### config.mk
export PLATFORM = sky130hd
export DESIGN_NAME = tab_cell
export DESIGN_NICKNAME = d
export VERILOG_FILES = /design/src/sv/tilt_angle_and_bubble_position_top_defines.svh /design/src/sv/tab_pkg.sv /design/src/sv/tab_cell.sv
export SDC_FILE = /design/constraint.sdc
export NUM_CORES = 1
export LEC_CHECK = 0
export BUFFER_PORTS_ARGS = -buffer_cell sky130_fd_sc_hd__buf_2
export CAP_MARGIN = 30
export CORE_MARGIN = 3
export CORE_UTILIZATION = 35
export DETAILED_ROUTE_END_ITERATION = 10
export PLACE_DENSITY = 0.6
export REMOVE_ABC_BUFFERS = 1
export SLEW_MARGIN = 20
export SYNTH_ARGS = -nofsm -noshare
export SYNTH_HDL_FRONTEND = slang
export SYNTH_SLANG_ARGS = --single-unit
### constraint.sdc
create_clock -name clk -period 5.7 [get_ports clk]
set_clock_uncertainty 0.2 [all_clocks]
set_input_delay 0.285 -clock clk [delete_from_list [all_inputs] [get_ports clk]]
set_output_delay 0.285 -clock clk [all_outputs]
set_load 0.05 [all_outputs]
### src/sv/tilt_angle_and_bubble_position_top_defines.svh
// Assertion macros shared by the tilt angle and bubble position block.
`ifndef TILT_ANGLE_AND_BUBBLE_POSITION_TOP_DEFINES_SVH
`define TILT_ANGLE_AND_BUBBLE_POSITION_TOP_DEFINES_SVH

// Checks that cons holds in the same cycle whenever ante holds.
`define TAB_ASSERT_NOW(label, ante, cons) \
  label: assert property (@(posedge clk) disable iff (rst) (ante) |-> (cons)) \
    else $error("tilt angle check failed");

// Checks that cons holds in the cycle after ante holds.
`define TAB_ASSERT_NEXT(label, ante, cons) \
  label: assert property (@(posedge clk) disable iff (rst) (ante) |=> (cons)) \
    else $error("tilt angle check failed");

`endif

### src/sv/tab_pkg.sv
// Types, constants and the arctangent table of the tilt angle block.
package tab_pkg;

  // Number of CORDIC cells; the table bounds it.
  localparam int CORDIC_STAGES = 20;
  localparam int TABLE_LEN     = 28;
  localparam int N_CELLS       = (CORDIC_STAGES < TABLE_LEN) ? CORDIC_STAGES : TABLE_LEN;
  localparam int IDX_W         = $clog2(TABLE_LEN);

  // Datapath widths: magnitudes, CORDIC vector and angle accumulator.
  localparam int MAG_W   = 17;
  localparam int IN_SHIFT = 16;
  localparam int XY_W    = 35;
  localparam int ANG_W   = 32;
  localparam int FRAC_W  = 24;

  localparam logic signed [ANG_W-1:0] DEG45 = ANG_W'(45) <<< FRAC_W;
  localparam logic signed [ANG_W-1:0] DEG90 = ANG_W'(90) <<< FRAC_W;
  localparam logic signed [ANG_W:0]   DEG180 = (ANG_W+1)'(180) <<< FRAC_W;
  localparam logic [7:0] BUBBLE_CENTER = 8'd9;
  localparam logic [4:0] BUBBLE_MAX    = 5'd18;

  // Arctangent of 2^-i in degrees with 24 fraction bits.
  localparam logic signed [ANG_W-1:0] ATAN_TBL [TABLE_LEN] = '{
    32'sd754974720, 32'sd445687602, 32'sd235489088, 32'sd119537938,
    32'sd60000934,  32'sd30029717,  32'sd15018523,  32'sd7509720,
    32'sd3754917,   32'sd1877466,   32'sd938734,    32'sd469367,
    32'sd234684,    32'sd117342,    32'sd58671,     32'sd29335,
    32'sd14668,     32'sd7334,      32'sd3667,      32'sd1833,
    32'sd917,       32'sd458,       32'sd229,       32'sd115,
    32'sd57,        32'sd29,        32'sd14,        32'sd7
  };

  // Input beat.
  typedef struct packed {
    logic signed [15:0] acc_x;
    logic signed [15:0] acc_z;
  } sample_t;

  // Result beat.
  typedef struct packed {
    logic signed [8:0] angle_deg;
    logic [4:0]        bubble_position;
  } result_t;

  // Quadrant and special-case flags that ride along the cell chain.
  typedef struct packed {
    logic neg_x;
    logic neg_z;
    logic zero_x;
    logic zero_z;
    logic equal;
    logic lt;
  } side_t;

  // State handed from cell to cell.
  typedef struct packed {
    logic signed [XY_W-1:0]  x;
    logic signed [XY_W-1:0]  y;
    logic signed [ANG_W-1:0] a;
    side_t                   side;
  } cordic_t;

endpackage

### src/sv/tab_cell.sv
// One CORDIC vectoring cell: a single shift-add rotation per cycle.
module tab_cell (
  input  logic                     clk,
  input  logic                     rst,
  input  logic [tab_pkg::IDX_W-1:0] idx,
  input  logic                     vld_in,
  input  tab_pkg::cordic_t         cord_in,
  output logic                     vld_out,
  output tab_pkg::cordic_t         cord_out
);
  import tab_pkg::*;

  logic signed [XY_W-1:0] dx, dy;
  cordic_t                cord_next;

  // Rotate toward the x axis; the shifts round toward minus infinity.
  always_comb begin
    dx = cord_in.y >>> idx;
    dy = cord_in.x >>> idx;
    cord_next = cord_in;
    if (!cord_in.y[XY_W-1]) begin
      cord_next.x = cord_in.x + dx;
      cord_next.y = cord_in.y - dy;
      cord_next.a = cord_in.a + ATAN_TBL[idx];
    end else begin
      cord_next.x = cord_in.x - dx;
      cord_next.y = cord_in.y + dy;
      cord_next.a = cord_in.a - ATAN_TBL[idx];
    end
  end

  always_ff @(posedge clk) begin
    if (rst) begin
      vld_out <= 1'b0;
    end else begin
      vld_out <= vld_in;
    end
  end

  always_ff @(posedge clk) begin
    cord_out <= cord_next;
  end

endmodule

-- Word-level counts from Yosys, hierarchy flattened
Memory sizes are Yosys's and may differ from the RTL's.
Index checks and enable logic that the tools add are counted.
- shift operators: 2
- mux-type cells: 3
- magnitude comparators: 1
- $add $sub $neg: 6
- bitwise logic cells: 1
- operators by type and width (cell ; count):
    $mux 102 ; 1
    $add 35x35->35 ; 2
    $sshr 35x5->35 ; 2
    $sub 35x35->35 ; 2
    $mux 32 ; 2
    $add 32x32->32 ; 1
    $sub 32x32->32 ; 1
    $ge 6x6->1 const B ; 1
    $not 5->6 ; 1
- logic and storage cells: 24
- output and inout bits: 109
- bits in read-only memories: 1024
- register bits after elaboration: 109
- memories kept: 1
- input bits: 116
- memories (memory ; depth ; bits a word ; rd ports ; clocked after memory_dff ; wr ports ; line ; text):
    (name not given) ; 32 ; 32 ; 1 ; 0 ; 0 ; tab_cell.sv:28 ; cord_next.a = cord_in.a - ATAN_TBL[idx];

-- Depth between registers and ports, before layout
- depth after elaboration: 6
- depth in mapped cells: 30
- mapped depth without buffers: 24

-- Worst setup path after synthesis
No wires, ideal clock.
- path type: input to register
- from: in idx[1] (netlist name)
- to: reg cord_out[36] (netlist name)
- data arrival time: 5.829 ns
- cell stages on the path: 26
- path slack: -0.453 ns
- library setup time: 0.123 ns
- data required time: 5.377 ns
- buffers on the path: 5
- cells stage by stage: buf_2 -> buf_4 -> clkinv_1 -> buf_1 -> buf_2 -> ha_1 -> buf_4 -> nand2_1 -> a21oi_1 -> o41ai_1 -> inv_1 -> ha_1 -> nand2_1 -> nor3_1 -> and2_1 -> nor2_1 -> xnor2_1 -> ha_1 -> nor2b_1 -> a2111oi_0 -> nand3_1 -> a31o_2 -> o211a_1 -> a2111oi_0 -> a21oi_1 -> xor2_1
- RTL lines (item ; line ; text):
    start: declaration ; tab_cell.sv:5 ; input logic [tab_pkg::IDX_W-1:0] idx,
    end signal: assignment ; tab_cell.sv:41 ; cord_out <= cord_next;
    end: declaration ; tab_cell.sv:9 ; output tab_pkg::cordic_t cord_out

==> results.ini <==
[setup_path]
critical_path_class = in2reg
path_max_fanout = 8
cp-start-kind = primary input
end_kind = register
cp.arrival_ps = 5550
required_ps = 5800

[sta]
hold_slack_ps = 34.50
tightest_slew_ps = 982.7
slew_viol_final = 0
hold_viol = 0
fin_crit_sh = 0.9573
setup_viol = 0
min_period_ps = 5457
max_slew_margin = 0.3404
rsz0062_at_grt = true
fmax_mhz = 183.3

[yosys]
async_flop_share = 0
synthFlopType = dfxtp_1
seq_area_frac_synth = 0.1482
synth-edff-count = 0
yosysUniqueCellTypes = 87
syn_avg_cell_area_sq_um = 8.399
ys_warn_count = 0
synthesis.area_sq_mm = 0.01472
ys_ff_latch = 109
syn_inst = 1753

[floorplan]
dieArea_sq_mm = 0.04456
die_h_um = 211.1
start_util = 0.3573
core_area_sq_mm = 0.04120
row_count = 74
die_x_um = 211.1
io-pin-count = 225

[drt]
dr_wl_met2_um = 29310
drt-total-wl_um = 61560
viasPerCell = 5.699
dr_wl_met3_um = 3728
via_count = 16460
wl_per_cell_um = 21.31
drc = 0
ant_nets = 0
drt_iter0_drc = 1410
routed.top_layer = met4
wl_met1_um = 26420
firstDrtPassIters = 6

[finish]
area_growth_pct = 36.85
post-route-util = 0.4890
nFillCells = 3997
finalInstanceArea_sq_mm = 0.02015
drive_gt1_frac = 0.3635
multi_input_area_sq_mm = 0.01194
fin_nets = 2577
area.sequential_sq_mm = 0.002182

[power_and_ir_drop]
p_sw_frac = 0.5062
totalPowerFinal_mw = 5.892
seq_power_share = 0.194
intPower_mw = 2.909
clock_power_share = 0.115
p_comb_frac = 0.691
power_switching_mw = 2.983
powerDensity_mw_per_mm2 = 292.5
ir_drop_mv = 0.2106
p_leak_nw = 9.136

[global_routing]
grt_use_total = 0.2696
grt_max_degree = 56
grt_pass1_wl_um = 93450
antenna_found_initial = 0
gr-total-overflow = 0
grt_pass1_vias = 16210

[clock_tree]
post_cts_buffers = 0
cts_buffer_depth = 2
path_clk_slew_ps = 90
numCtsBuffers = 9
htree_levels = 3
cts_tree = built
root_buffer = clkbuf_16
cts_sinks = 109

[job]
maxCapViolCount = 0

[placement]
placed_area_sq_mm = 0.01956
hpwl_um = 50270
port_buffers = 224
place_congestion = 0.9810

[min_path]
holdCritStartpoint = cord_in[73]
holdPathEnd = cord_out[73]$_DFF_P_
worstHoldPathType = in2reg
holdPathStages = 4

[run_status]
status = finished, final reports clean

layout by cell type, fill, tap and decap left out, types with 6 or more instances in the layout:
master,count
mux2i_1,70
o22ai_1,16
o21ai_0,97
a31o_2,7
and3_1,16
a31oi_1,39
a221oi_1,8
o21bai_1,10
a32oi_1,6
dlygate4sd3_1,11
nor2_1,149
inv_1,42
or3_1,9
buf_12,11
and2_1,21
o31ai_1,12
a21o_1,39
o211ai_1,20
a221o_1,6
nand2b_1,21
dfxtp_1,109
mux2_2,24
a211oi_1,10
buf_4,440
a21oi_1,152
xor2_1,57
nor2b_1,27
nor3_1,26
mux4_2,95
clkbuf_16,11
ha_1,108
nand2_1,139
o21a_1,17
nand3_1,32
buf_2,220
a22oi_1,9
xnor2_1,117
synth_stat cells (27+ instances only):
cell	n	area [sq um]
o21ai_0	99	495.5
nor2b_1	27	168.9
a21o_1	39	292.8
clkbuf_1	43	161.4
xnor2_1	117	1025
nor2_1	150	563.0
nand3_1	32	160.2
inv_1	42	157.7
nor3_1	28	140.1
xor2_1	57	499.2
a21oi_1	157	785.8
mux4_2	94	2117
a31oi_1	39	244.0
nand2_1	139	521.8
ha_1	108	1351
mux2i_1	70	700.7
dfxtp_1	109	2182
critical path, stage by stage:
cell	delay, ps
buf_6	140
mux4_1	590
mux4_2	550
a222oi_1	390
buf_4	200
and4_1	220
and4_4	270
nor3b_4	230
and3_1	230
and2_1	160
nor2_1	40
o32ai_1	240
ha_1	290
buf_4	160
a21oi_1	220
o2111ai_1	190
a21oi_2	170
a2bb2oi_1	210
o31ai_2	110
nor4_2	210
o41a_1	220
o21ai_1	100
xnor2_1	120
cell families after synthesis:
group / share of synthesized area
AOI/OAI and AO/OA: 0.2318
xor gates and xnor gates: 0.1035
adders and majority gates: 0.09586
buffers and inverters: 0.04623
DFF: 0.1482
muxes: 0.2133
and+or+nand+nor: 0.1610
final cells by class:
| cell class | instances | area share |
|---|---|---|
| Timing Repair Buffer | 688 | 0.2413 |
| Tap cell | 532 | 0.03304 |
| Multi-Input combinational cell | 1494 | 0.5927 |
| Sequential cell | 109 | 0.1083 |
| Clock inverter | 7 | 0.004347 |
| Clock buffer | 9 | 0.01118 |
| Inverter | 48 | 0.008942 |
| Antenna cell | 1 | 0.0001242 |
per-stage QoR:
stage	worst slack (ps)	instances	setup TNS (ps)
detailed placement	-421.6	2858	-3969
global route	-19.15	2887	-19.15
finish	243.1	2888	0
floorplan	-271.9	1651	-701.7
global placement	-416.5	2858	-3855
CTS	11.85	2885	0
timing repair:
item / CTS / global route
gates resized for setup: 0 / 28
hold endpoints to repair: 10 / 0
hold buffers: 11 / 0
setup endpoints to repair: 0 / 20
state kept, by name, summed over array words and instances (netlist names):
register / cells
vld_out: 1
cord_out: 108
layer usage:
layer,vias to the layer above,GRT usage
li1,7810,-
met1,7907,0.3496
met2,641,0.4624
met3,100,0.03713
met4,0,0.09261
met5,-,0
power by group through the flow:
stage               combinational, mW  sequential, mW  clock, mW
floorplan                        1.44            2.26          0
global placement                 3.99            1.16          0
detailed placement               4.02            1.17          0
CTS                              4.04            1.15      0.712
global route                     4.34            1.17      0.735
finish                           4.07            1.15      0.677
how the worst max path moves through the flow:
stage,slack [ps],to,start
2_1_floorplan,-270,cord_out[107]$_DFF_P_,idx[3]
3_3_place_gp,-420,cord_out[106]$_DFF_P_,idx[0]
3_5_place_dp,-420,cord_out[107]$_DFF_P_,idx[0]
4_1_cts,10,cord_out[107]$_DFF_P_,idx[0]
5_1_grt,-20,cord_out[107]$_DFF_P_,idx[0]
6_report,240,cord_out[107]$_DFF_P_,idx[0]
Note: power is estimated with default switching activity, not from simulation.
