<file path="config.mk">
export PLATFORM = sky130hd
export DESIGN_NAME = tab_post
export DESIGN_NICKNAME = d
export VERILOG_FILES = /design/src/sv/tab_pkg.sv /design/src/sv/tab_post.sv
export VERILOG_INCLUDE_DIRS = /design/src /design/src/sv
export SDC_FILE = /design/constraint.sdc
export NUM_CORES = 1
export LEC_CHECK = 0
export BUFFER_PORTS_ARGS = -buffer_cell sky130_fd_sc_hd__buf_2
export CAP_MARGIN = 30
export CELL_PAD_IN_SITES_DETAIL_PLACEMENT = 0
export CELL_PAD_IN_SITES_GLOBAL_PLACEMENT = 2
export CORE_ASPECT_RATIO = 0.5
export CORE_UTILIZATION = 21
export CTS_CLUSTER_DIAMETER = 60
export DETAILED_ROUTE_END_ITERATION = 7
export GPL_TIMING_DRIVEN = 0
export PLACE_DENSITY = 0.87
export RECOVER_POWER = 50
export SYNTH_ARGS = -nofsm -noshare
export SYNTH_HDL_FRONTEND = slang
export SYNTH_SLANG_ARGS = --single-unit
</file>
<file path="constraint.sdc">
create_clock -name clk -period 9.1 [get_ports clk]
set_input_delay 0.455 -clock clk [delete_from_list [all_inputs] [get_ports clk]]
set_output_delay 0.455 -clock clk [all_outputs]
set_load 0.03 [all_outputs]
</file>
<file path="src/sv/tilt_angle_and_bubble_position_top_defines.svh">
// Assertion macros shared by the tilt angle and bubble position block.
`ifndef TILT_ANGLE_AND_BUBBLE_POSITION_TOP_DEFINES_SVH
`define TILT_ANGLE_AND_BUBBLE_POSITION_TOP_DEFINES_SVH

// Checks that cons holds in the same cycle whenever ante holds.
`define TAB_ASSERT_NOW(label, ante, cons) \
  label: assert property (@(posedge clk) disable iff (rst) (ante) |-> (cons)) \
    else $error("tilt angle check failed");

// Checks that cons holds in the cycle after ante holds.
`define TAB_ASSERT_NEXT(label, ante, cons) \
  label: assert property (@(posedge clk) disable iff (rst) (ante) |=> (cons)) \
    else $error("tilt angle check failed");

`endif

</file>
<file path="src/sv/tab_pkg.sv">
// Types, constants and the arctangent table of the tilt angle block.
package tab_pkg;

  // Number of CORDIC cells; the table bounds it.
  localparam int CORDIC_STAGES = 20;
  localparam int TABLE_LEN     = 28;
  localparam int N_CELLS       = (CORDIC_STAGES < TABLE_LEN) ? CORDIC_STAGES : TABLE_LEN;
  localparam int IDX_W         = $clog2(TABLE_LEN);

  // Datapath widths: magnitudes, CORDIC vector and angle accumulator.
  localparam int MAG_W   = 17;
  localparam int IN_SHIFT = 16;
  localparam int XY_W    = 35;
  localparam int ANG_W   = 32;
  localparam int FRAC_W  = 24;

  localparam logic signed [ANG_W-1:0] DEG45 = ANG_W'(45) <<< FRAC_W;
  localparam logic signed [ANG_W-1:0] DEG90 = ANG_W'(90) <<< FRAC_W;
  localparam logic signed [ANG_W:0]   DEG180 = (ANG_W+1)'(180) <<< FRAC_W;
  localparam logic [7:0] BUBBLE_CENTER = 8'd9;
  localparam logic [4:0] BUBBLE_MAX    = 5'd18;

  // Arctangent of 2^-i in degrees with 24 fraction bits.
  localparam logic signed [ANG_W-1:0] ATAN_TBL [TABLE_LEN] = '{
    32'sd754974720, 32'sd445687602, 32'sd235489088, 32'sd119537938,
    32'sd60000934,  32'sd30029717,  32'sd15018523,  32'sd7509720,
    32'sd3754917,   32'sd1877466,   32'sd938734,    32'sd469367,
    32'sd234684,    32'sd117342,    32'sd58671,     32'sd29335,
    32'sd14668,     32'sd7334,      32'sd3667,      32'sd1833,
    32'sd917,       32'sd458,       32'sd229,       32'sd115,
    32'sd57,        32'sd29,        32'sd14,        32'sd7
  };

  // Input beat.
  typedef struct packed {
    logic signed [15:0] acc_x;
    logic signed [15:0] acc_z;
  } sample_t;

  // Result beat.
  typedef struct packed {
    logic signed [8:0] angle_deg;
    logic [4:0]        bubble_position;
  } result_t;

  // Quadrant and special-case flags that ride along the cell chain.
  typedef struct packed {
    logic neg_x;
    logic neg_z;
    logic zero_x;
    logic zero_z;
    logic equal;
    logic lt;
  } side_t;

  // State handed from cell to cell.
  typedef struct packed {
    logic signed [XY_W-1:0]  x;
    logic signed [XY_W-1:0]  y;
    logic signed [ANG_W-1:0] a;
    side_t                   side;
  } cordic_t;

endpackage

</file>
<file path="src/sv/tab_post.sv">
// Output stage: angle clamping, quadrant fold, degree count and bubble index.
module tab_post (
  input  logic             clk,
  input  logic             rst,
  input  logic             vld,
  input  tab_pkg::cordic_t cord,
  output logic             done,
  output tab_pkg::result_t result
);
  import tab_pkg::*;

  `include "tilt_angle_and_bubble_position_top_defines.svh"

  logic signed [ANG_W-1:0] a_q1;
  logic signed [ANG_W:0]   a_fold;
  logic [7:0]              mag;
  result_t                 result_next;

  // First-quadrant angle: exact on the axes and the diagonal, else kept strictly inside those boundaries.
  always_comb begin
    a_q1 = cord.a;
    if (cord.side.zero_x) begin
      a_q1 = '0;
    end else if (cord.side.zero_z) begin
      a_q1 = DEG90;
    end else if (cord.side.equal) begin
      a_q1 = DEG45;
    end else if (cord.side.lt) begin
      if (cord.a < ANG_W'(1)) a_q1 = ANG_W'(1);
      if (cord.a > DEG45 - ANG_W'(1)) a_q1 = DEG45 - ANG_W'(1);
    end else begin
      if (cord.a < DEG45 + ANG_W'(1)) a_q1 = DEG45 + ANG_W'(1);
      if (cord.a > DEG90 - ANG_W'(1)) a_q1 = DEG90 - ANG_W'(1);
    end
  end

  // Fold into the half plane, take whole degrees, then apply the sign of x.
  always_comb begin
    a_fold = cord.side.neg_z ? (DEG180 - (ANG_W+1)'(a_q1)) : (ANG_W+1)'(a_q1);
    mag = a_fold[FRAC_W+7:FRAC_W];
    result_next.angle_deg = cord.side.neg_x ? -$signed({1'b0, mag}) : $signed({1'b0, mag});
    if (cord.side.neg_x) begin
      result_next.bubble_position = (mag >= BUBBLE_CENTER) ? 5'd0 : 5'(BUBBLE_CENTER - mag);
    end else begin
      result_next.bubble_position = (mag >= BUBBLE_CENTER) ? BUBBLE_MAX
                                                            : 5'(BUBBLE_CENTER + mag);
    end
  end

  always_ff @(posedge clk) begin
    if (rst) begin
      done <= 1'b0;
    end else begin
      done <= vld;
    end
  end

  always_ff @(posedge clk) begin
    result <= result_next;
  end

  // The bubble index stays on the level line and follows the angle.
  `TAB_ASSERT_NOW(a_bubble_range, done, result.bubble_position <= BUBBLE_MAX)
  `TAB_ASSERT_NOW(a_angle_range, done,
                  (result.angle_deg >= -9'sd180) && (result.angle_deg <= 9'sd180))
  `TAB_ASSERT_NOW(a_bubble_right, done && (result.angle_deg > 9'sd9),
                  result.bubble_position == BUBBLE_MAX)
  `TAB_ASSERT_NEXT(a_zero_x, vld && cord.side.zero_x && !cord.side.neg_z,
                   result.angle_deg == 9'sd0)

endmodule
</file>
* Yosys cells after proc, flatten, opt, wreduce, memory -nomap -nowiden
Cells that the tools add are included.
Widths: inputs -> output; s select.
** Word-level totals
- Input bits :: 111
- Register bits after elaboration :: 15
- Word-level logic and storage cells :: 26
- Output and inout bits :: 15
** Operators by class
- Magnitude comparators :: 5
- Add/subtract/negate cells :: 4
- Multiplexer cells :: 13
** Operator list (number)
- $mux 32 :: 9
- $gt 32x31->1 const B :: 1
- $gt 32x32->1 const B :: 1
- $lt 32x2->1 const B :: 1
- $lt 32x31->1 const B :: 1
- $sub 32x32->32 const A :: 1
- $mux 5 :: 3
- $neg 8->9 :: 1
- $ge 8x4->1 const B :: 1
- $mux 8 :: 1
- $add 4x5->5 const A :: 1
- $sub 4x5->5 const A :: 1

* Depth between registers and ports, before layout
- Word-level depth :: 12
- Gate-level depth with buffers :: 24

* Worst setup path after synthesis
No wires, ideal clock.
- Kind :: input-to-reg
- Start point :: in cord[18] in the netlist's numbering
- End point :: reg result[1] in the netlist's numbering
- Path slack :: 4.210 ns
- Arrival :: 4.770 ns
- Setup time :: 0.120 ns
- Stages on the path :: 22
- Required time :: 8.980 ns
- Cells stage by stage :: nor4_1 -> nand3_1 -> nor3_1 -> nor3_1 -> nor3b_1 -> ha_1 -> clkbuf_2 -> nor2b_1 -> a32oi_1 -> nand3_1 -> a31oi_1 -> nor3_1 -> nand2b_1 -> xnor2_1 -> ha_1 -> nand2b_1 -> and3_1 -> a31oi_1 -> nand4_1 -> or4_1 -> buf_2 -> o31a_1
** RTL lines
- from (decl) :: line tab_post.sv:6 : input tab_pkg::cordic_t cord,
- to (signal assigned) :: line tab_post.sv:59 : result <= result_next;
- to (decl) :: line tab_post.sv:8 : output tab_pkg::result_t result

==> reports/results.ini <==
[power]
power.density_mw_per_mm2 = 129
irDropWorstVdd_mv = 0.0524
leakagePower_nw = 0.842

[synth]
synth_top_area_share_pct = 17.5
synthTopCellsByArea = dfxtp_1 (18%), nor2_1 (5.5%), ha_1 (5.1%), xnor2_1 (4.6%), nand2_1 (3.5%)
synth_top_cell_by_area = dfxtp_1
synth_most_common_cell = nor2_1
async_flop_share_pct = 0
ys_ff_latch = 15
syn_avg_cell_area_um2 = 7.39
ys.warnings.count = 0
synthTopCellsByCount = nor2_1 (25), nand2_1 (16), dfxtp_1 (15)
synthCells = 232
syn_nets = 350
syn-cell-area_mm2 = 0.00172
synth_top_flop_cell = dfxtp_1
ys_types = 68
yosysSeqAreaShare_pct = 17.5
synth_edf_count = 0

[sta]
timing.final.ws_setup_ps = 3250
rsz0062_at_grt = false
worst_pin_slew_ps = 681
maxSlewViolCount = 0
hold_ws_ps = 369
max_slew_margin_pct = 53.9
hold_viol = 0
max_freq_ghz = 0.171
fin_crit_sh_pct = 64.3
post-route-min-period_ps = 5850
setup_viol = 0
setup_tns_ps = 0

[drt]
post-route-drc-count = 0
drt_iter0_drc = 75
vias = 1948
drt-pass1-iter-count = 4
wl_per_cell_um = 13.1
ant_nets = 0
via_per_inst = 4.92
wl_um = 5180

[clock_tree]
cts_setup_buffers = 0
cts_tree = built
holdBufCountCts = 0
cts.path.max_buffers = 2
clk_pin_slew_ps = 50
cts-root-buf = clkbuf_16
cts-resized-gates = 0
cts.sinks = 15
htree_num_levels = 1
cts-buffers-inserted = 3

[setup_path]
worstPathMaxFanout = 8
end_kind = flop
arrival_ps = 5970
critical_path_required_ps = 9220
cp-startpoint = cord[28]
cp-start-kind = input pin
cp-endpoint = result[1]
path_class = input pin to flop

[placement]
place_ws_ps = 3110
gp_congestion = 0.824
portBuffers = 52
dp_hpwl_um = 4300
placed_area_mm2 = 0.00211

[cells_and_area]
drive_gt1_share_pct = 21.9
seq_area_um2 = 300
final_nets = 407
syn_to_final_growth_pct = 26.7
final_cell_area_mm2 = 0.00217
multi_input_area_mm2 = 0.00130
fillerInstances = 871
diodes = 0

[die]
io_pins = 126
dieHeight_um = 65.9
dieArea_mm2 = 0.00856
coreArea_mm2 = 0.00762
die_w_um = 130
initial_core_util_pct = 22.5
fp-row-count = 22

[global_routing]
antenna_found_initial = 0
grt_pass1_wl_um = 8560
track_usage_pct = 12.6
grt_overflow = 0
grt_max_degree = 11
grt_pass1_vias = 1804

[min_path]
hold_path.class = input pin to flop

[status]
outcome = completed

[run]
maxCapViolCount = 0

cell type report:
type / count / share of cell area, %
clock buffers: 3 / 3.45
clock inverters: 1 / 0.230
flip-flops and latches: 15 / 13.8
multi-input cells: 193 / 60.0
repair buffers: 52 / 11.2
well taps: 108 / 6.22
plain buffers: 11 / 2.88
inverters: 13 / 2.25
placed cells by master, fill, tap and decap left out, types with 2 or more instances in the layout:
cell type and instances:
a21oi_1 8, buf_2 42, xnor2_1 9, a21o_1 2
o21a_1 3, nor2b_1 3, clkbuf_16 3, nor3b_1 2
o22ai_1 4, nor4_1 6, o2111ai_1 4, nand3_1 9
a31oi_1 7, buf_6 2, and3_1 3, ha_1 7
xor2_1 2, nand2_1 16, nor3_1 10, nand4_1 5
mux2i_1 2, inv_1 12, o21ai_0 11, a211oi_1 2
nand2b_1 3, a31o_2 2, o211ai_1 3, or4_1 3
o21bai_1 3, nor2_1 25, clkbuf_1 18, o2111a_1 3
dfxtp_1 15, o221ai_1 2, o31ai_1 2
flip-flops by register name, indices dropped and copies added, names as in the netlist:
name	count
result	14
done	1
report_power, final:
group	switching (W)	internal (W)	total, W
logic	0.0000794	0.0000419	0.000121
clock network	0.0000230	0.0000583	0.0000813
registers	0.00000190	0.0000751	0.0000770
worst max-delay path, cell delays in order:
cell and delay [ps]:
buf_2 100, nor4_1 420, nand4_1 140, nor3_1 290
nor3_1 100, nor3b_1 190, ha_1 260, clkbuf_2 170
nor2b_1 150, a32oi_1 490, nand3_1 140, a31oi_1 490
nor3_1 160, nand2b_1 190, xnor2_1 500, ha_1 300
nand2b_1 90, and3_1 190, a31oi_1 150, nand4_1 110
or4_1 460, buf_2 170, o31a_1 240
worst min path at each step:
stage               depth (start not counted)  startpoint   end
floorplan                                   1         rst  done
global placement                            2         rst  done
detailed placement                          2         rst  done
CTS                                         2         rst  done
global route                                2         rst  done
finish                                      2         rst  done
metrics by stage:
| stage | power, W | util (%) | cells |
|---|---|---|---|
| after floorplan | 0.000165 | - | 232 |
| after global placement | 0.000199 | 27.7 | 392 |
| after detailed placement | 0.000201 | 27.7 | 392 |
| after CTS | 0.000283 | 28.7 | 396 |
| after global routing | 0.000299 | 28.5 | 396 |
| final | 0.000279 | 28.5 | 396 |
metal layers:
metal	up-vias	share of wire [%]	routed length, µm	GRT usage, %
li1	1008	-	-	-
met1	869	52	2680	17.3
met2	69	40	2090	20.5
met3	2	7.2	375	1.86
met4	0	0.54	28	3.05
met5	-	0	0	0
cell families after synthesis:
family                   after synthesis  share of synthesized area (%)
flip-flops                            15                           17.5
buffers and inverters                 24                           6.49
adder cells (fa/ha/maj)                7                           5.11
XOR/XNOR                              12                           6.57
AND/OR/NAND/NOR                       95                           28.9
multiplexers                           2                           1.17
AO/OA/AOI/OAI                         77                           34.3
Note: power is estimated with default switching activity, not from simulation.
