===== src/sv/tilt_angle_and_bubble_position_top_defines.svh =====
// Assertion macros shared by the tilt angle and bubble position block.
`ifndef TILT_ANGLE_AND_BUBBLE_POSITION_TOP_DEFINES_SVH
`define TILT_ANGLE_AND_BUBBLE_POSITION_TOP_DEFINES_SVH

// Checks that cons holds in the same cycle whenever ante holds.
`define TAB_ASSERT_NOW(label, ante, cons) \
  label: assert property (@(posedge clk) disable iff (rst) (ante) |-> (cons)) \
    else $error("tilt angle check failed");

// Checks that cons holds in the cycle after ante holds.
`define TAB_ASSERT_NEXT(label, ante, cons) \
  label: assert property (@(posedge clk) disable iff (rst) (ante) |=> (cons)) \
    else $error("tilt angle check failed");

`endif


===== src/sv/tab_pkg.sv =====
// Types, constants and the arctangent table of the tilt angle block.
package tab_pkg;

  // Number of CORDIC cells; the table bounds it.
  localparam int CORDIC_STAGES = 20;
  localparam int TABLE_LEN     = 28;
  localparam int N_CELLS       = (CORDIC_STAGES < TABLE_LEN) ? CORDIC_STAGES : TABLE_LEN;
  localparam int IDX_W         = $clog2(TABLE_LEN);

  // Datapath widths: magnitudes, CORDIC vector and angle accumulator.
  localparam int MAG_W   = 17;
  localparam int IN_SHIFT = 16;
  localparam int XY_W    = 35;
  localparam int ANG_W   = 32;
  localparam int FRAC_W  = 24;

  localparam logic signed [ANG_W-1:0] DEG45 = ANG_W'(45) <<< FRAC_W;
  localparam logic signed [ANG_W-1:0] DEG90 = ANG_W'(90) <<< FRAC_W;
  localparam logic signed [ANG_W:0]   DEG180 = (ANG_W+1)'(180) <<< FRAC_W;
  localparam logic [7:0] BUBBLE_CENTER = 8'd9;
  localparam logic [4:0] BUBBLE_MAX    = 5'd18;

  // Arctangent of 2^-i in degrees with 24 fraction bits.
  localparam logic signed [ANG_W-1:0] ATAN_TBL [TABLE_LEN] = '{
    32'sd754974720, 32'sd445687602, 32'sd235489088, 32'sd119537938,
    32'sd60000934,  32'sd30029717,  32'sd15018523,  32'sd7509720,
    32'sd3754917,   32'sd1877466,   32'sd938734,    32'sd469367,
    32'sd234684,    32'sd117342,    32'sd58671,     32'sd29335,
    32'sd14668,     32'sd7334,      32'sd3667,      32'sd1833,
    32'sd917,       32'sd458,       32'sd229,       32'sd115,
    32'sd57,        32'sd29,        32'sd14,        32'sd7
  };

  // Input beat.
  typedef struct packed {
    logic signed [15:0] acc_x;
    logic signed [15:0] acc_z;
  } sample_t;

  // Result beat.
  typedef struct packed {
    logic signed [8:0] angle_deg;
    logic [4:0]        bubble_position;
  } result_t;

  // Quadrant and special-case flags that ride along the cell chain.
  typedef struct packed {
    logic neg_x;
    logic neg_z;
    logic zero_x;
    logic zero_z;
    logic equal;
    logic lt;
  } side_t;

  // State handed from cell to cell.
  typedef struct packed {
    logic signed [XY_W-1:0]  x;
    logic signed [XY_W-1:0]  y;
    logic signed [ANG_W-1:0] a;
    side_t                   side;
  } cordic_t;

endpackage


===== src/sv/tab_pre.sv =====
// Input stage: axis magnitudes, quadrant flags and the CORDIC start vector.
module tab_pre (
  input  logic             clk,
  input  logic             rst,
  input  logic             start,
  input  tab_pkg::sample_t sample,
  output logic             vld,
  output tab_pkg::cordic_t cord
);
  import tab_pkg::*;

  logic signed [MAG_W-1:0] xs, zs;
  logic [MAG_W-1:0]        ax, az;
  cordic_t                 cord_next;

  // Magnitudes of both axes; the most negative sample needs the extra bit.
  always_comb begin
    xs = MAG_W'(sample.acc_x);
    zs = MAG_W'(sample.acc_z);
    ax = xs[MAG_W-1] ? MAG_W'(-xs) : MAG_W'(xs);
    az = zs[MAG_W-1] ? MAG_W'(-zs) : MAG_W'(zs);
    cord_next.x = $signed({{(XY_W-MAG_W-IN_SHIFT){1'b0}}, az, {IN_SHIFT{1'b0}}});
    cord_next.y = $signed({{(XY_W-MAG_W-IN_SHIFT){1'b0}}, ax, {IN_SHIFT{1'b0}}});
    cord_next.a = '0;
    cord_next.side.neg_x  = sample.acc_x[15];
    cord_next.side.neg_z  = sample.acc_z[15];
    cord_next.side.zero_x = (ax == '0);
    cord_next.side.zero_z = (az == '0);
    cord_next.side.equal  = (ax == az);
    cord_next.side.lt     = (ax < az);
  end

  // Valid flag is reset; the vector is not.
  always_ff @(posedge clk) begin
    if (rst) begin
      vld <= 1'b0;
    end else begin
      vld <= start;
    end
  end

  always_ff @(posedge clk) begin
    cord <= cord_next;
  end

endmodule


===== config.mk =====
export PLATFORM = sky130hd
export DESIGN_NAME = tab_pre
export DESIGN_NICKNAME = d
export VERILOG_FILES = /design/src/sv/tilt_angle_and_bubble_position_top_defines.svh /design/src/sv/tab_pkg.sv /design/src/sv/tab_pre.sv
export SDC_FILE = /design/constraint.sdc
export NUM_CORES = 1
export LEC_CHECK = 0
export BUFFER_PORTS_ARGS = -buffer_cell sky130_fd_sc_hd__buf_4
export CAP_MARGIN = 20
export CORE_MARGIN = 3
export CORE_UTILIZATION = 48
export CTS_CLUSTER_SIZE = 10
export DETAILED_ROUTE_END_ITERATION = 8
export HOLD_SLACK_MARGIN = 0.03
export PLACE_DENSITY = 0.88
export SYNTH_ARGS = -nofsm -noshare
export SYNTH_HDL_FRONTEND = slang
export SYNTH_SLANG_ARGS = --single-unit

===== constraint.sdc =====
create_clock -name clk -period 5.76 [get_ports clk]
set_clock_uncertainty 0.15 [all_clocks]
set_input_delay 0.864 -clock clk [delete_from_list [all_inputs] [get_ports clk]]
set_output_delay 0.864 -clock clk [all_outputs]
set_load 0.1 [all_outputs]

Yosys cells after proc, flatten, opt, wreduce, memory -nomap -nowiden. Cells that the tools add are included.

Bits in registers: 41. Output and inout bits: 109.

Add/sub/neg operators: 2. Order comparisons: 1. Eq/ne operators: 1. Mux-type cells: 2. Reductions and logical operators: 2.

Operators by type and width (count): $logic_not 17->1 (2); $mux 17 (2); $neg 16->17 (2); $eq 17x17->1 (1); $lt 17x17->1 (1).

Depth between registers and ports, before layout.
Word-level depth: 3. Gate-level depth with buffers: 13. Depth with buffers taken out: 13.

Worst setup path before layout. Ideal clock, no wire load.

Kind: input -> register. From: in sample[20] (netlist name). To: reg cord[0] (netlist name). Library setup time: 0.086 ns. Arrival time: 3.219 ns. Required time: 5.524 ns. Setup slack: 2.305 ns. Cell stages on the path: 11. Path buffers: 0. Path through: nor3_1 > nand3_1 > o31a_1 > xor2_1 > ha_1 > nand3_1 > nor2_1 > a221oi_1 > o21ai_0 > maj3_1 > a211oi_1.

RTL lines: start: declaration (RTL line tab_pre.sv:6) `input tab_pkg::sample_t sample,`; end signal: assignment (RTL line tab_pre.sv:43) `cord <= cord_next;`; end: declaration (RTL line tab_pre.sv:8) `output tab_pkg::cordic_t cord`.

==> flow_summary.html <==
<table>
<tr><th>Metric</th><th>Value</th></tr>
<tr><th colspan="2">Critical path</th></tr>
<tr><td>Cell with the largest stage delay on the worst path</td><td>nor3_1</td></tr>
<tr><td>Critical Path Max Stage Delay</td><td>0.49 ns</td></tr>
<tr><td>Critical path capture point type</td><td>flop</td></tr>
<tr><td>Type of origin of the critical path</td><td>input pin</td></tr>
<tr><td>Category of the most critical setup path</td><td>in2reg</td></tr>
<tr><td>Destination of the critical timing path</td><td>cord[0]</td></tr>
<tr><td>Arrival time of data at the critical path endpoint</td><td>3.76 ns</td></tr>
<tr><td>Highest net fanout along the worst path</td><td>5</td></tr>
<tr><td>Cell repeated most along the worst path</td><td>nand3_1</td></tr>
<tr><td>Data required time at the worst endpoint</td><td>5.83 ns</td></tr>
<tr><td>Critical-path cell list</td><td>buf_4 -&gt; nor3_1 -&gt; nand3_1 -&gt; o31ai_1 -&gt; xnor2_1 -&gt; ha_1 -&gt; nand3_1 -&gt; nor2_1 -&gt; a221oi_1 -&gt; o21ai_0 -&gt; maj3_1 -&gt; a211oi_1</td></tr>
<tr><td>CP Launch Point</td><td>sample[20]</td></tr>
<tr><th colspan="2">Timing</th></tr>
<tr><td>Setup total negative slack</td><td>0 ns</td></tr>
<tr><td>RSZ-0062 raised after global routing</td><td>false</td></tr>
<tr><td>Worst slew margin</td><td>55.09%</td></tr>
<tr><td>Clock period minus final worst setup slack</td><td>3.692 ns</td></tr>
<tr><td>Worst-case hold slack</td><td>0.5426 ns</td></tr>
<tr><td>Final number of setup-violating endpoints</td><td>0</td></tr>
<tr><td>Hold violation total from the final report</td><td>0</td></tr>
<tr><td>Worst Slack Setup Final</td><td>2.068 ns</td></tr>
<tr><td>Transition time at the pin with the least slew margin</td><td>0.6643 ns</td></tr>
<tr><td>Max frequency</td><td>270.8 MHz</td></tr>
<tr><td>Final clock period utilization by the worst path</td><td>64.11%</td></tr>
<tr><td>Number of pins exceeding their max-slew limit in the final report</td><td>0</td></tr>
<tr><th colspan="2">Layout</th></tr>
<tr><td>Core Util, Final</td><td>59.94%</td></tr>
<tr><td>Post-synthesis to final-layout area growth</td><td>19.08%</td></tr>
<tr><td>Final Instance Count excl. Fillers</td><td>444</td></tr>
<tr><td>Number of nets in the finished design</td><td>426</td></tr>
<tr><td>Count of fill cells added during filler insertion</td><td>438</td></tr>
<tr><td>Share of layout cells above drive strength 1</td><td>24.06%</td></tr>
<tr><td>Antenna cells</td><td>0</td></tr>
<tr><td>Post-route cell area</td><td>3100 um^2</td></tr>
<tr><th colspan="2">Pwr</th></tr>
<tr><td>Peak supply drop</td><td>199.8 uV</td></tr>
<tr><td>Tot Pwr</td><td>1.115 mW</td></tr>
<tr><td>Areal power density over the cells</td><td>359.7 nW/um^2</td></tr>
<tr><td>Reported leakage power</td><td>1.530 nW</td></tr>
<tr><th colspan="2">Placed design</th></tr>
<tr><td>Placed Instance Area</td><td>2984 um^2</td></tr>
<tr><td>Last weighted congestion value of the routability-driven placer</td><td>0.8556</td></tr>
<tr><td>Buffers added on ports</td><td>75</td></tr>
<tr><td>Post-placement worst setup slack</td><td>1.889 ns</td></tr>
<tr><td># placed instances</td><td>436</td></tr>
<tr><td>Placed wire-length estimate</td><td>4628 um</td></tr>
<tr><th colspan="2">Run status</th></tr>
<tr><td>Run status</td><td>complete, no violations</td></tr>
<tr><th colspan="2">Floorplan</th></tr>
<tr><td>Row count</td><td>26</td></tr>
<tr><td>Core box area</td><td>5172 um^2</td></tr>
<tr><td>Die Area</td><td>6344 um^2</td></tr>
<tr><td>Initial cell density of the core</td><td>50.34%</td></tr>
<tr><td>Die Span X</td><td>79.65 um</td></tr>
<tr><td>I/O pin cnt</td><td>144</td></tr>
<tr><td>Die height</td><td>79.65 um</td></tr>
<tr><th colspan="2">Detailed routing</th></tr>
<tr><td>Ratio of routed vias to standard cells</td><td>4.651</td></tr>
<tr><td>Via count</td><td>2065</td></tr>
<tr><td>Violation count after the first detailed-route iteration</td><td>125</td></tr>
<tr><td>Pre-antenna DRT Iters</td><td>4</td></tr>
<tr><td>Remaining antenna violation count</td><td>0</td></tr>
<tr><td>Routed Wire Length</td><td>5861 um</td></tr>
<tr><td>DRC violation count after routing</td><td>0</td></tr>
<tr><td>Routed length per instance</td><td>13.20 um</td></tr>
<tr><th colspan="2">Clock network</th></tr>
<tr><td>Setup Fix Bufs, Post-CTS</td><td>0</td></tr>
<tr><td>Clock slew at reported path FFs</td><td>0.08 ns</td></tr>
<tr><td>Maximum clock insertion buffer count</td><td>2</td></tr>
<tr><td>Number of levels the H-tree was split into</td><td>2</td></tr>
<tr><td>Count of instances resized after the clock tree is built</td><td>0</td></tr>
<tr><td>Clk sink count</td><td>41</td></tr>
<tr><td>Inserted Clock Buffers</td><td>5</td></tr>
<tr><td>CTS tree</td><td>done</td></tr>
<tr><td>Buffer cell driving the clock tree root</td><td>clkbuf_8</td></tr>
<tr><td>Number of hold buffers added after cts</td><td>0</td></tr>
<tr><th colspan="2">Global route</th></tr>
<tr><td>Antenna violations before repair</td><td>0</td></tr>
<tr><td>Via count of the first global-routing pass</td><td>1935</td></tr>
<tr><td>First-pass GRT wire length</td><td>8942 um</td></tr>
<tr><td>Total global-route track usage</td><td>18.10%</td></tr>
<tr><td>Pin count of the biggest net entering global routing</td><td>22</td></tr>
<tr><td>Global-route congestion overflow total</td><td>0</td></tr>
<tr><th colspan="2">Yosys</th></tr>
<tr><td>YS warnings</td><td>0</td></tr>
<tr><td>Dominant register cell in the synthesized netlist</td><td>dfxtp_1</td></tr>
<tr><td>Synth cell types</td><td>48</td></tr>
<tr><td>Synth Instances</td><td>293</td></tr>
<tr><td>Cell area after technology mapping</td><td>2604 um^2</td></tr>
<tr><td>Async set-reset flop share out of synthesis</td><td>0%</td></tr>
<tr><td>Seq cells post-synth</td><td>41</td></tr>
<tr><td>EDFF count, synth</td><td>0</td></tr>
<tr><td>Avg Inst Size Synth</td><td>8.887 um^2</td></tr>
<tr><td>Part of the Yosys area used for sequential elements</td><td>31.52%</td></tr>
<tr><th colspan="2">Run</th></tr>
<tr><td>MaxCap Viol Count</td><td>0</td></tr>
<tr><th colspan="2">Hold path</th></tr>
<tr><td>Hold/Removal Path Class</td><td>in2reg</td></tr>
</table>
[critical path, delay by kind of cell]
| kind | cells | cell delay, ns |
|---|---|---|
| simple gates | 4 | 0.93 |
| compound gates | 4 | 0.92 |
| fa+ha+maj | 2 | 0.68 |
| xor+xnor | 1 | 0.24 |
| buf+inv | 1 | 0.12 |
[state kept, by name, indices dropped and copies added (netlist names)]
signal,count
vld,1
cord,40
[power breakdown]
part	total [mW]	switching, mW	internal, mW
Clock	0.242	0.101	0.141
Combinational	0.557	0.464	0.0929
Sequential	0.316	0.00715	0.309
Total	1.12	0.572	0.543
[cell families after synthesis]
| family | share of synthesized area, % |
|---|---|
| DFF | 31.52 |
| buffers and inverters | 23.79 |
| and+or+nand+nor | 14.95 |
| AOI/OAI and AO/OA | 10.33 |
| other | 0.2884 |
| adders and majority gates | 9.034 |
| xor gates and xnor gates | 9.707 |
| muxes | 0.3844 |
[cell usage in the layout, fill, tap and decap left out, types with 2 or more instances in the layout]
cell type   n
a211oi_1    2
a21o_1      4
a21oi_1     6
a31oi_1     2
and4_1      2
buf_4      75
clkbuf_8    6
conb_1     72
dfxtp_1    41
ha_1       18
inv_1      22
nand2_1    16
nand2b_1    2
nand3_1     7
nand4_1     4
nor2_1     12
nor2b_1     2
nor3_1      6
nor4b_1     2
o21a_1      2
o21ai_0    10
o31ai_1     6
or4_1       4
xnor2_1    22
xor2_1      5
[worst min-delay path by stage]
stage	from	endpoint	depth (start not counted)
after global routing	sample[16]	cord[54]	1
after detailed placement	sample[16]	cord[54]	1
final	sample[16]	cord[54]	1
after floorplan	sample[15]	cord[4]	0
after CTS	sample[16]	cord[54]	1
after global placement	sample[16]	cord[54]	1
[layout make-up]
cell class	instances	area (um^2)	area share [%]
inverters	23	86.33	2.785
repair buffers	75	563.0	18.16
clock inverters	1	30.03	0.9685
flip-flops and latches	41	820.8	26.47
clock buffers	7	86.33	2.785
well taps	70	87.58	2.825
multi-input cells	227	1426	46.00
[cell usage after synthesis, types with 2 or more instances]
master	number	area [um^2]
o31ai_1	6	45.04
buf_4	68	510.5
a31oi_1	2	12.51
o21ai_0	10	50.05
conb_1	2	7.510
or4_1	4	30.03
nor3_1	6	30.03
nor4b_1	2	17.52
and4_1	2	17.52
xnor2_1	22	192.7
nand4_1	4	25.02
o21a_1	2	15.01
nor2b_1	2	12.51
nand3_1	7	35.03
clkbuf_1	3	11.26
dfxtp_1	41	820.8
xor2_1	5	43.79
nand2b_1	2	12.51
inv_1	22	82.58
a211oi_1	2	15.01
nand2_1	16	60.06
a21o_1	4	30.03
ha_1	18	225.2
nor2_1	12	45.04
a21oi_1	6	30.03
[layer usage]
metal	up-vias	part of all wire (%)	global-route usage [%]
met2	127	49	31.64
met4	0	1.8	10.65
li1	1011	-	-
met5	-	0	0
met1	916	38	20.12
met3	11	11	3.612
(Power assumes the default switching activity.)
